**src/design/dwra_pkg.sv**
```systemverilog
// ----------------------------------------------------------------------------
// dwra_pkg: shared types, constants and date helpers
// Day numbering, window lengths, register indexes and channel payloads.
// ----------------------------------------------------------------------------
package dwra_pkg;

  localparam int DAYS_PER_YEAR = 365;
  localparam int COUNT_MAX     = 65535;
  localparam int MEAN_W        = 12;
  localparam int COUNT_W       = 16;
  localparam int SUM_W         = 32;
  localparam int DAY_W         = 16;
  localparam int LEN_W         = 7;
  localparam int CFG_IDX_W     = 3;
  localparam int CFG_DATA_W    = 7;

  // restoring divide: one quotient bit per step, mean always fits MEAN_W bits
  localparam int DIV_STEPS     = MEAN_W;
  localparam int ITER_W        = $clog2(DIV_STEPS);

  // x / 18 as (x * RECIP_18) >> RECIP_SHIFT, exact for x < 74898
  localparam int RECIP_SHIFT   = 20;
  localparam int RECIP_18      = 58255;
  localparam int PROD_W        = 32;

  localparam logic [CFG_IDX_W-1:0] CFG_WINDOW_SELECT = 3'd0;
  localparam logic [CFG_IDX_W-1:0] CFG_MEAL_MODE     = 3'd1;
  localparam logic [CFG_IDX_W-1:0] CFG_UNIT_MG_DL    = 3'd2;
  localparam logic [CFG_IDX_W-1:0] CFG_TODAY_YEAR    = 3'd3;
  localparam logic [CFG_IDX_W-1:0] CFG_TODAY_MONTH   = 3'd4;
  localparam logic [CFG_IDX_W-1:0] CFG_TODAY_DAY     = 3'd5;

  localparam logic [1:0] MEAL_ALL    = 2'd0;
  localparam logic [1:0] MEAL_BEFORE = 2'd1;
  localparam logic [1:0] MEAL_AFTER  = 2'd2;

  localparam logic [2:0] WIN_SEL_MAX = 3'd4;

  localparam logic [LEN_W-1:0] WIN_LEN [5] = '{7'd7, 7'd14, 7'd30, 7'd60, 7'd90};

  localparam logic [8:0] DAYS_BEFORE [12] = '{
    9'd0, 9'd31, 9'd59, 9'd90, 9'd120, 9'd151,
    9'd181, 9'd212, 9'd243, 9'd273, 9'd304, 9'd334
  };

  typedef struct packed {
    logic [6:0] record_year;
    logic [3:0] record_month;
    logic [4:0] record_day;
    logic [11:0] reading_value;
    logic       control_test;
    logic       before_meal;
    logic       after_meal;
    logic       is_last;
  } in_item_t;

  typedef struct packed {
    logic [11:0] mean_value;
    logic [15:0] reading_count;
    logic        has_readings;
    logic [6:0]  window_days;
  } out_item_t;

  typedef struct packed {
    logic take;
    logic load;
    logic step;
    logic conv;
    logic put;
  } dp_cmd_t;

  typedef struct packed {
    logic last_pend;
  } dp_status_t;

  // days since the first of January 2000, modulo 2^16
  function automatic logic [DAY_W-1:0] day_num(input logic [6:0] y, input logic [3:0] m,
                                               input logic [4:0] d);
    logic [3:0]       mc;
    logic [DAY_W-1:0] n;
    mc = (m > 4'd12) ? 4'd12 : m;
    n = DAY_W'(y) * DAY_W'(DAYS_PER_YEAR);
    if (mc != 4'd0) n = n + DAY_W'(DAYS_BEFORE[mc - 4'd1]);
    n = n + DAY_W'(d) - DAY_W'(1);
    n = n + DAY_W'((8'(y) + 8'd3) >> 2);
    if (mc > 4'd2 && y[1:0] == 2'd0) n = n + DAY_W'(1);
    return n;
  endfunction

  function automatic logic [LEN_W-1:0] win_len(input logic [2:0] sel);
    logic [2:0] s;
    s = (sel > WIN_SEL_MAX) ? WIN_SEL_MAX : sel;
    return WIN_LEN[s];
  endfunction

endpackage

```
**src/design/dated_window_reading_average_top.sv**
```systemverilog
// ----------------------------------------------------------------------------
// dated_window_reading_average_top: windowed glucose reading average
// Filters dated records by window, meal tag and test flag; emits count and mean per set.
//
//   channel | dir | handshake             | payload
//   cfg     | in  | cfg_valid / cfg_ready | cfg_index, cfg_data
//   in      | in  | in_valid / in_ready   | in_data (in_item_t)
//   out     | out | out_valid / out_ready | out_data (out_item_t)
//
// Records are taken one per cycle when in_ready is high, filtered on entry and
// added in the next cycle; after a last record come the accumulator drain, the
// divider load, 12 steps of the bit-serial divider, the unit multiply and the
// result load. The result sits in an output register; the next set may stream
// in meanwhile, but its own result holds off requests until that register frees.
// Reset is synchronous; config writes are always taken (cfg_ready is high).
// ----------------------------------------------------------------------------
module dated_window_reading_average_top (
  input  logic                             clk,
  input  logic                             rst,
  input  logic                             cfg_valid,
  output logic                             cfg_ready,
  input  logic [dwra_pkg::CFG_IDX_W-1:0]   cfg_index,
  input  logic [dwra_pkg::CFG_DATA_W-1:0]  cfg_data,
  input  logic                             in_valid,
  output logic                             in_ready,
  input  dwra_pkg::in_item_t               in_data,
  output logic                             out_valid,
  input  logic                             out_ready,
  output dwra_pkg::out_item_t              out_data
);

  dwra_pkg::dp_cmd_t    cmd;
  dwra_pkg::dp_status_t status;

  assign cfg_ready = 1'b1;

  dwra_ctrl u_ctrl (
    .clk       (clk),
    .rst       (rst),
    .in_valid  (in_valid),
    .in_ready  (in_ready),
    .out_valid (out_valid),
    .out_ready (out_ready),
    .status    (status),
    .cmd       (cmd)
  );

  dwra_dp u_dp (
    .clk       (clk),
    .rst       (rst),
    .cfg_we    (cfg_valid && cfg_ready),
    .cfg_index (cfg_index),
    .cfg_data  (cfg_data),
    .in_data   (in_data),
    .cmd       (cmd),
    .status    (status),
    .out_data  (out_data)
  );

endmodule

```
**src/design/dwra_ctrl.sv**
```systemverilog
// ----------------------------------------------------------------------------
// dwra_ctrl: sequencing controller
// Runs accumulate, divider load, divide steps, unit conversion and result put.
// ----------------------------------------------------------------------------
module dwra_ctrl (
  input  logic                  clk,
  input  logic                  rst,
  input  logic                  in_valid,
  output logic                  in_ready,
  output logic                  out_valid,
  input  logic                  out_ready,
  input  dwra_pkg::dp_status_t  status,
  output dwra_pkg::dp_cmd_t     cmd
);

  typedef enum logic [2:0] {
    ST_ACCUM,
    ST_LOAD,
    ST_DIV,
    ST_CONV,
    ST_PUT
  } state_t;

  state_t                        state;
  logic [dwra_pkg::ITER_W-1:0]   iter;
  logic                          out_free;

  // the last record of a set must reach the accumulators before anything else
  assign in_ready = (state == ST_ACCUM) && !status.last_pend;
  assign out_free = !out_valid || out_ready;

  always_comb begin
    cmd.take = in_valid && in_ready;
    cmd.load = (state == ST_LOAD);
    cmd.step = (state == ST_DIV);
    cmd.conv = (state == ST_CONV);
    cmd.put  = (state == ST_PUT) && out_free;
  end

  always_ff @(posedge clk) begin
    if (rst) begin
      state     <= ST_ACCUM;
      iter      <= '0;
      out_valid <= 1'b0;
    end else begin
      if (out_valid && out_ready) out_valid <= 1'b0;
      case (state)
        ST_ACCUM: begin
          if (status.last_pend) state <= ST_LOAD;
        end
        ST_LOAD: begin
          iter  <= dwra_pkg::ITER_W'(dwra_pkg::DIV_STEPS - 1);
          state <= ST_DIV;
        end
        ST_DIV: begin
          if (iter == '0) state <= ST_CONV;
          else iter <= iter - dwra_pkg::ITER_W'(1);
        end
        ST_CONV: begin
          state <= ST_PUT;
        end
        ST_PUT: begin
          if (out_free) begin
            out_valid <= 1'b1;
            state     <= ST_ACCUM;
          end
        end
        default: begin
          state <= ST_ACCUM;
        end
      endcase
    end
  end

`ifndef SYNTHESIS
  a_last_blocks_input: assert property (@(posedge clk) disable iff (rst)
    status.last_pend |-> !in_ready)
    else $error("input taken while last record pending");

  a_div_length: assert property (@(posedge clk) disable iff (rst)
    (state == ST_LOAD) |-> ##(dwra_pkg::DIV_STEPS + 1) (state == ST_CONV))
    else $error("divide did not run its full step count");

  a_result_from_put: assert property (@(posedge clk) disable iff (rst)
    $rose(out_valid) |-> $past(state == ST_PUT))
    else $error("result raised outside put state");
`endif

endmodule

```
**src/design/dwra_dp.sv**
```systemverilog
// ----------------------------------------------------------------------------
// dwra_dp: datapath
// Registers, record filter, accumulators, serial divider and unit converter.
// ----------------------------------------------------------------------------
module dwra_dp (
  input  logic                                  clk,
  input  logic                                  rst,
  input  logic                                  cfg_we,
  input  logic [dwra_pkg::CFG_IDX_W-1:0]        cfg_index,
  input  logic [dwra_pkg::CFG_DATA_W-1:0]       cfg_data,
  input  dwra_pkg::in_item_t                    in_data,
  input  dwra_pkg::dp_cmd_t                     cmd,
  output dwra_pkg::dp_status_t                  status,
  output dwra_pkg::out_item_t                   out_data
);

  // configuration
  logic [2:0] window_select;
  logic [1:0] meal_mode;
  logic       unit_mg_dl;
  logic [6:0] today_year;
  logic [3:0] today_month;
  logic [4:0] today_day;

  // filter stage
  logic                              stg_valid;
  logic                              stg_keep;
  logic                              stg_last;
  logic [11:0]                       stg_value;
  logic [dwra_pkg::LEN_W-1:0]        stg_len;

  logic [dwra_pkg::SUM_W-1:0]        value_sum;
  logic [dwra_pkg::COUNT_W-1:0]      kept_count;

  // divider and converter
  logic [dwra_pkg::COUNT_W-1:0]      div_rem;
  logic [dwra_pkg::COUNT_W-1:0]      div_den;
  logic [dwra_pkg::MEAN_W-1:0]       div_quo;
  logic [dwra_pkg::LEN_W-1:0]        res_len;
  logic [dwra_pkg::PROD_W-1:0]       prod;

  logic [dwra_pkg::LEN_W-1:0]        len;
  logic [dwra_pkg::DAY_W:0]          end_day;
  logic [dwra_pkg::DAY_W:0]          rec_day;
  logic [dwra_pkg::DAY_W:0]          len_ext;
  logic                              in_win;
  logic                              meal_ok;
  logic                              keep;
  logic [dwra_pkg::COUNT_W:0]        shifted;
  logic [dwra_pkg::COUNT_W+1:0]      diff;
  logic                              ge;
  logic [15:0]                       conv_x;
  logic [dwra_pkg::MEAN_W-1:0]       mean_sel;

  assign len     = dwra_pkg::win_len(window_select);
  assign end_day = {1'b0, dwra_pkg::day_num(today_year, today_month, today_day)};
  assign rec_day = {1'b0, dwra_pkg::day_num(in_data.record_year, in_data.record_month,
                                            in_data.record_day)};
  assign len_ext = (dwra_pkg::DAY_W + 1)'(len);

  assign in_win = (end_day + 17'd1 >= len_ext) && (rec_day + len_ext >= end_day + 17'd1) &&
                  (rec_day <= end_day);

  always_comb begin
    case (meal_mode)
      dwra_pkg::MEAL_BEFORE: meal_ok = in_data.before_meal;
      dwra_pkg::MEAL_AFTER:  meal_ok = in_data.after_meal;
      default:               meal_ok = 1'b1;
    endcase
  end

  assign keep = !in_data.control_test && in_win && meal_ok;

  assign status.last_pend = stg_valid && stg_last;

  // one restoring step: shift in the next dividend bit, subtract if it fits
  assign shifted = {div_rem, div_quo[dwra_pkg::MEAN_W-1]};
  assign diff    = {1'b0, shifted} - {2'b00, div_den};
  assign ge      = !diff[dwra_pkg::COUNT_W+1];

  assign conv_x  = 16'(div_quo) * 16'd10 + 16'd9;

  always_comb begin
    if (div_den == '0)   mean_sel = '0;
    else if (unit_mg_dl) mean_sel = div_quo;
    else                 mean_sel = prod[dwra_pkg::RECIP_SHIFT +: dwra_pkg::MEAN_W];
  end

  always_ff @(posedge clk) begin
    if (rst) begin
      window_select <= 3'd0;
      meal_mode     <= 2'd0;
      unit_mg_dl    <= 1'b0;
      today_year    <= 7'd0;
      today_month   <= 4'd1;
      today_day     <= 5'd1;
    end else if (cfg_we) begin
      case (cfg_index)
        dwra_pkg::CFG_WINDOW_SELECT: window_select <= cfg_data[2:0];
        dwra_pkg::CFG_MEAL_MODE:     meal_mode     <= cfg_data[1:0];
        dwra_pkg::CFG_UNIT_MG_DL:    unit_mg_dl    <= cfg_data[0];
        dwra_pkg::CFG_TODAY_YEAR:    today_year    <= cfg_data[6:0];
        dwra_pkg::CFG_TODAY_MONTH:   today_month   <= cfg_data[3:0];
        dwra_pkg::CFG_TODAY_DAY:     today_day     <= cfg_data[4:0];
        default: ;
      endcase
    end
  end

  always_ff @(posedge clk) begin
    if (rst) begin
      stg_valid <= 1'b0;
    end else begin
      stg_valid <= cmd.take;
    end
    if (cmd.take) begin
      stg_keep  <= keep;
      stg_last  <= in_data.is_last;
      stg_value <= in_data.reading_value;
      stg_len   <= len;
    end
  end

  always_ff @(posedge clk) begin
    if (rst || cmd.load) begin
      value_sum  <= '0;
      kept_count <= '0;
    end else if (stg_valid && stg_keep &&
                 kept_count != dwra_pkg::COUNT_W'(dwra_pkg::COUNT_MAX)) begin
      value_sum  <= value_sum + dwra_pkg::SUM_W'(stg_value);
      kept_count <= kept_count + dwra_pkg::COUNT_W'(1);
    end
  end

  // the sum never reaches count * 2^12, so its top bits start below the divisor
  always_ff @(posedge clk) begin
    if (cmd.load) begin
      div_rem <= value_sum[dwra_pkg::MEAN_W +: dwra_pkg::COUNT_W];
      div_quo <= value_sum[dwra_pkg::MEAN_W-1:0];
      div_den <= kept_count;
      res_len <= stg_len;
    end else if (cmd.step) begin
      div_rem <= ge ? diff[dwra_pkg::COUNT_W-1:0] : shifted[dwra_pkg::COUNT_W-1:0];
      div_quo <= {div_quo[dwra_pkg::MEAN_W-2:0], ge};
    end
    if (cmd.conv) begin
      prod <= dwra_pkg::PROD_W'(conv_x) * dwra_pkg::PROD_W'(dwra_pkg::RECIP_18);
    end
    if (cmd.put) begin
      out_data.mean_value    <= mean_sel;
      out_data.reading_count <= div_den;
      out_data.has_readings  <= (div_den != '0);
      out_data.window_days   <= res_len;
    end
  end

`ifndef SYNTHESIS
  a_rem_below_den: assert property (@(posedge clk) disable iff (rst)
    (cmd.step && div_den != '0) |-> (div_rem < div_den))
    else $error("divider remainder out of range");

  a_acc_cleared: assert property (@(posedge clk) disable iff (rst)
    cmd.load |=> (value_sum == '0 && kept_count == '0))
    else $error("accumulators not cleared after divider load");
`endif

endmodule
```
**config.mk**
```make
export PLATFORM = sky130hd
export DESIGN_NAME = dated_window_reading_average_top
export DESIGN_NICKNAME = d
export VERILOG_FILES = /design/src/design/dwra_pkg.sv /design/src/design/dated_window_reading_average_top.sv /design/src/design/dwra_ctrl.sv /design/src/design/dwra_dp.sv
export SDC_FILE = /design/constraint.sdc
export NUM_CORES = 1
export LEC_CHECK = 0
export BUFFER_PORTS_ARGS = -buffer_cell sky130_fd_sc_hd__buf_2
export CAP_MARGIN = 5
export CORE_ASPECT_RATIO = 0.7
export CORE_MARGIN = 3
export CORE_UTILIZATION = 33
export DETAILED_ROUTE_END_ITERATION = 12
export HOLD_SLACK_MARGIN = 0.02
export PLACE_DENSITY = 0.48
export SYNTH_ARGS = -nofsm -noshare
export SYNTH_HDL_FRONTEND = slang
export SYNTH_SLANG_ARGS = --single-unit
```
**constraint.sdc**
```tcl
create_clock -name clk -period 8 [get_ports clk]
set_input_delay 1.2 -clock clk [delete_from_list [all_inputs] [get_ports clk]]
set_output_delay 1.2 -clock clk [all_outputs]
set_load 0.01 [all_outputs]
```
==> out/metrics.json <==
{
  "run_status": {"value": "finished with violations"},
  "failed_checks": {"value": "negative setup slack"},
  "grt_util_all_layers": {"value": 17.06, "unit": "%"},
  "synthesis.area_per_instance": {"value": 9.084, "unit": "um2"},
  "clock_tree.buffer_depth": {"value": 2},
  "detailedPlacementHpwl": {"value": 49120, "unit": "um"},
  "cp_data_required_time": {"value": 8.34, "unit": "ns"},
  "crit_type": {"value": "input port to flip-flop"},
  "synth_area": {"value": 22180, "unit": "um2"},
  "synth.top_cells.by_area": {"value": "sky130_fd_sc_hd__ha_1 21%, sky130_fd_sc_hd__edfxtp_1 16%, sky130_fd_sc_hd__fa_1 10%, sky130_fd_sc_hd__dfxtp_1 6.8%, sky130_fd_sc_hd__inv_1 5.2%"},
  "min-delay-path-class": {"value": "flip-flop to flip-flop"},
  "grt_use_met3": {"value": 2.182, "unit": "%"},
  "synthesis.nets": {"value": 2977},
  "gr-max-usage-layer": {"value": "met1"},
  "drive_gt1_share": {"value": 25.38, "unit": "%"},
  "cts-hold-fix-buffers": {"value": 0},
  "setup-violations-final": {"value": 1},
  "tritoncts_clock_tree": {"value": "yes"},
  "crit_path_max_incr_delay": {"value": 0.66, "unit": "ns"},
  "cts_max_level": {"value": 4},
  "max_cap_violations": {"value": 0},
  "netlist.area_leader.share": {"value": 21.22, "unit": "%"},
  "die-area": {"value": 70390, "unit": "um2"},
  "remaining_drc_errors": {"value": 0},
  "drt_iter0_drc": {"value": 920},
  "clock_latency": {"value": 0.47, "unit": "ns"},
  "crit_path_frequent_cell": {"value": "sky130_fd_sc_hd__buf_4"},
  "antennaDiodeCount": {"value": 0},
  "vias_per_std_cell": {"value": 4.868},
  "globalRouteMet1Util": {"value": 26.71, "unit": "%"},
  "grt_antenna_before_repair": {"value": 0},
  "global_route.overflow_total": {"value": 0},
  "critical_path.startpoint_type": {"value": "input port"},
  "edff_count_synth": {"value": 120},
  "placedCellCount": {"value": 3689},
  "critPathBufInv": {"value": 7},
  "period_share": {"value": 100.8, "unit": "%"},
  "synth-seq-area-share": {"value": 23.02, "unit": "%"},
  "clk_pin_slew": {"value": 0.07, "unit": "ns"},
  "drt_first_pass_iters": {"value": 5},
  "worst-endpoint-arrival": {"value": 8.40, "unit": "ns"},
  "number_of_clock_buffers_inserted_by_tritoncts": {"value": 17},
  "drt_wl_total": {"value": 60080, "unit": "um"},
  "ys_types": {"value": 89},
  "worst_slew_pin_slew": {"value": 1.064, "unit": "ns"},
  "grt_pass1_wl": {"value": 96740, "unit": "um"},
  "design.final.nets": {"value": 3415},
  "maximum_number_of_pins_on_one_net_before_global_route_repair": {"value": 47},
  "post-place-ws": {"value": -0.7987, "unit": "ns"},
  "weighted_congestion_at_the_end_of_routability_driven_global_placement": {"value": 0.8718},
  "clock_sinks": {"value": 195},
  "drtAntennaViolNets": {"value": 0},
  "io_pins": {"value": 86},
  "synth_ff_type": {"value": "sky130_fd_sc_hd__edfxtp_1"},
  "final.min_clock_period": {"value": 8.060, "unit": "ns"},
  "synth.largest_area_cell": {"value": "sky130_fd_sc_hd__ha_1"},
  "cp_top_family": {"value": "adder cells"},
  "chipHeight": {"value": 222.9, "unit": "um"},
  "clock_skew": {"value": 0.01210, "unit": "ns"},
  "endpoint_kind": {"value": "flip-flop"},
  "synth_seq_cells": {"value": 195},
  "fp-row-count": {"value": 78},
  "crit_path_max_fanout": {"value": 5},
  "cts-root-buf": {"value": "sky130_fd_sc_hd__clkbuf_16"},
  "placeableCoreArea": {"value": 65680, "unit": "um2"},
  "number_of_global_route_vias_before_repair": {"value": 18168},
  "timing.hold.ws": {"value": 0.4165, "unit": "ns"},
  "die_x": {"value": 315.8, "unit": "um"},
  "grt_util_met2": {"value": 25.08, "unit": "%"},
  "async_reset_ff_share": {"value": 0, "unit": "%"},
  "setup-tns-final": {"value": -0.06022, "unit": "ns"},
  "yosysWarningCount": {"value": 0},
  "timing.final.max_slew_violations": {"value": 0},
  "io_buffers": {"value": 84},
  "rsz_0062_raised_after_global_routing": {"value": "true"},
  "route.detailed.wl_per_inst": {"value": 15.93, "unit": "um"},
  "routed-via-count": {"value": 18363},
  "hold_violations": {"value": 0},
  "fmax": {"value": 0.1241, "unit": "GHz"},
  "critPathSlowestCell": {"value": "sky130_fd_sc_hd__or4b_2"},
  "finalWorstSetupSlack": {"value": -0.06022, "unit": "ns"},
  "starting_density_of_the_core": {"value": 33.76, "unit": "%"},
  "slew_headroom": {"value": 28.87, "unit": "%"},
  "syn_inst": {"value": 2441},
  "layout.cells.non_filler": {"value": 3772},
  "syn2layout_area_growth": {"value": 27.91, "unit": "%"}
}
[through the flow]
stage          utilization [%]  area, um2
3_3_place_gp             39.97      26250
5_1_grt                  43.18      28360
6_report                 43.18      28360
2_1_floorplan                -      22390
3_5_place_dp             39.97      26250
4_1_cts                  41.73      27410
[synthesized netlist by cell type, types with 9 or more instances]
library cell and instances:
sky130_fd_sc_hd__ha_1 376, sky130_fd_sc_hd__inv_1 306, sky130_fd_sc_hd__nor2_1 215, sky130_fd_sc_hd__nand2_1 164, sky130_fd_sc_hd__a21oi_1 141, sky130_fd_sc_hd__xnor2_1 124, sky130_fd_sc_hd__edfxtp_1 120, sky130_fd_sc_hd__fa_1 113
sky130_fd_sc_hd__o21ai_0 102, sky130_fd_sc_hd__xor2_1 80, sky130_fd_sc_hd__dfxtp_1 75, sky130_fd_sc_hd__mux2i_1 50, sky130_fd_sc_hd__clkbuf_1 45, sky130_fd_sc_hd__nand3_1 43, sky130_fd_sc_hd__a21o_1 39, sky130_fd_sc_hd__nor3_1 37
sky130_fd_sc_hd__nor2b_1 34, sky130_fd_sc_hd__o21a_1 31, sky130_fd_sc_hd__and3_1 22, sky130_fd_sc_hd__nand2b_1 20, sky130_fd_sc_hd__nand4_1 19, sky130_fd_sc_hd__and2_1 17, sky130_fd_sc_hd__a211oi_1 15, sky130_fd_sc_hd__a31oi_1 15
sky130_fd_sc_hd__a21boi_0 14, sky130_fd_sc_hd__nor3b_1 12, sky130_fd_sc_hd__o211ai_1 12, sky130_fd_sc_hd__or3_1 12, sky130_fd_sc_hd__o21bai_1 11, sky130_fd_sc_hd__a211o_1 10, sky130_fd_sc_hd__nor4_1 10, sky130_fd_sc_hd__nand3b_1 9
sky130_fd_sc_hd__o31a_1 9
[routing by layer]
layer  routed length [um]  vias to the layer above
met5                    0                        -
met1                32290                     8762
li1                     -                     9347
met3                 1791                       33
met4                  491                        0
met2                25510                      221
[layout by cell type (no fill, tap or decap), types with 70 or more instances in the layout]
cell type                  Yosys  layout
sky130_fd_sc_hd__fa_1        113     107
sky130_fd_sc_hd__xnor2_1     124     107
sky130_fd_sc_hd__a21oi_1     141     125
sky130_fd_sc_hd__inv_1       306     296
sky130_fd_sc_hd__buf_4         1     388
sky130_fd_sc_hd__buf_2         3      81
sky130_fd_sc_hd__o21ai_0     102      89
sky130_fd_sc_hd__ha_1        376     329
sky130_fd_sc_hd__dfxtp_1      75      70
sky130_fd_sc_hd__edfxtp_1    120     120
sky130_fd_sc_hd__nand2_1     164     162
sky130_fd_sc_hd__nor2_1      215     206
[kinds of logic after synthesis]
| group | after synthesis | synth area share [%] |
|---|---|---|
| AO/OA/AOI/OAI | 483 | 14.24 |
| adder cells (fa/ha/maj) | 489 | 31.42 |
| XOR/XNOR | 207 | 8.306 |
| buffers and inverters | 361 | 6.145 |
| multiplexers | 58 | 2.663 |
| other | 1 | 0.01691 |
| AND/OR/NAND/NOR | 647 | 14.19 |
| flip-flops | 195 | 23.02 |
[registers in the layout (all words and copies together), names as in the netlist, 4 cells and up]
register / cells
u_dp.stg_len: 7
u_dp.div_den: 16
u_dp.res_len: 7
u_dp.value_sum: 28
u_dp.div_rem: 16
u_ctrl.iter: 4
u_dp.stg_value: 12
u_dp.kept_count: 16
u_dp.today_day: 5
u_dp.today_month: 4
u_dp.div_quo: 12
u_dp.out_data: 36
u_dp.prod: 12
u_dp.today_year: 7
[area by class of cell]
class	count	area (um2)
Fill cell	6371	37320
Multi-Input combinational cell	1885	17090
Sequential cell	195	5116
Timing Repair Buffer	474	3374
Inverter	306	1149
Tap cell	880	1101
Clock buffer	25	476.7
Clock inverter	7	52.55
[repair_timing]
action / 4_1_cts / 5_1_grt
cloned: 0 / 0
pin swaps: 49 / 96
setup endpoints to repair: 10 / 13
gates resized for setup: 96 / 129
buffers inserted: 18 / 34
[final timing paths]
path / slack (ns) / start / to / cells past startpoint
worst min register to register: 0.42 / u_dp.stg_len[3]$_DFFE_PP_ / u_dp.res_len[3]$_DFFE_PP_ / 0
worst max-delay path: -0.06 / in_data[28] / u_dp.stg_keep$_DFFE_PP_ / 35
worst max register to register: 0.02 / u_dp.today_year[3]$_SDFFE_PP0P_ / u_dp.stg_keep$_DFFE_PP_ / 36
worst min-delay path: 0.42 / u_dp.stg_len[3]$_DFFE_PP_ / u_dp.res_len[3]$_DFFE_PP_ / 0
Power is not shown: default switching activity piles up to over one toggle a cycle in this logic, so the estimate is an artifact.
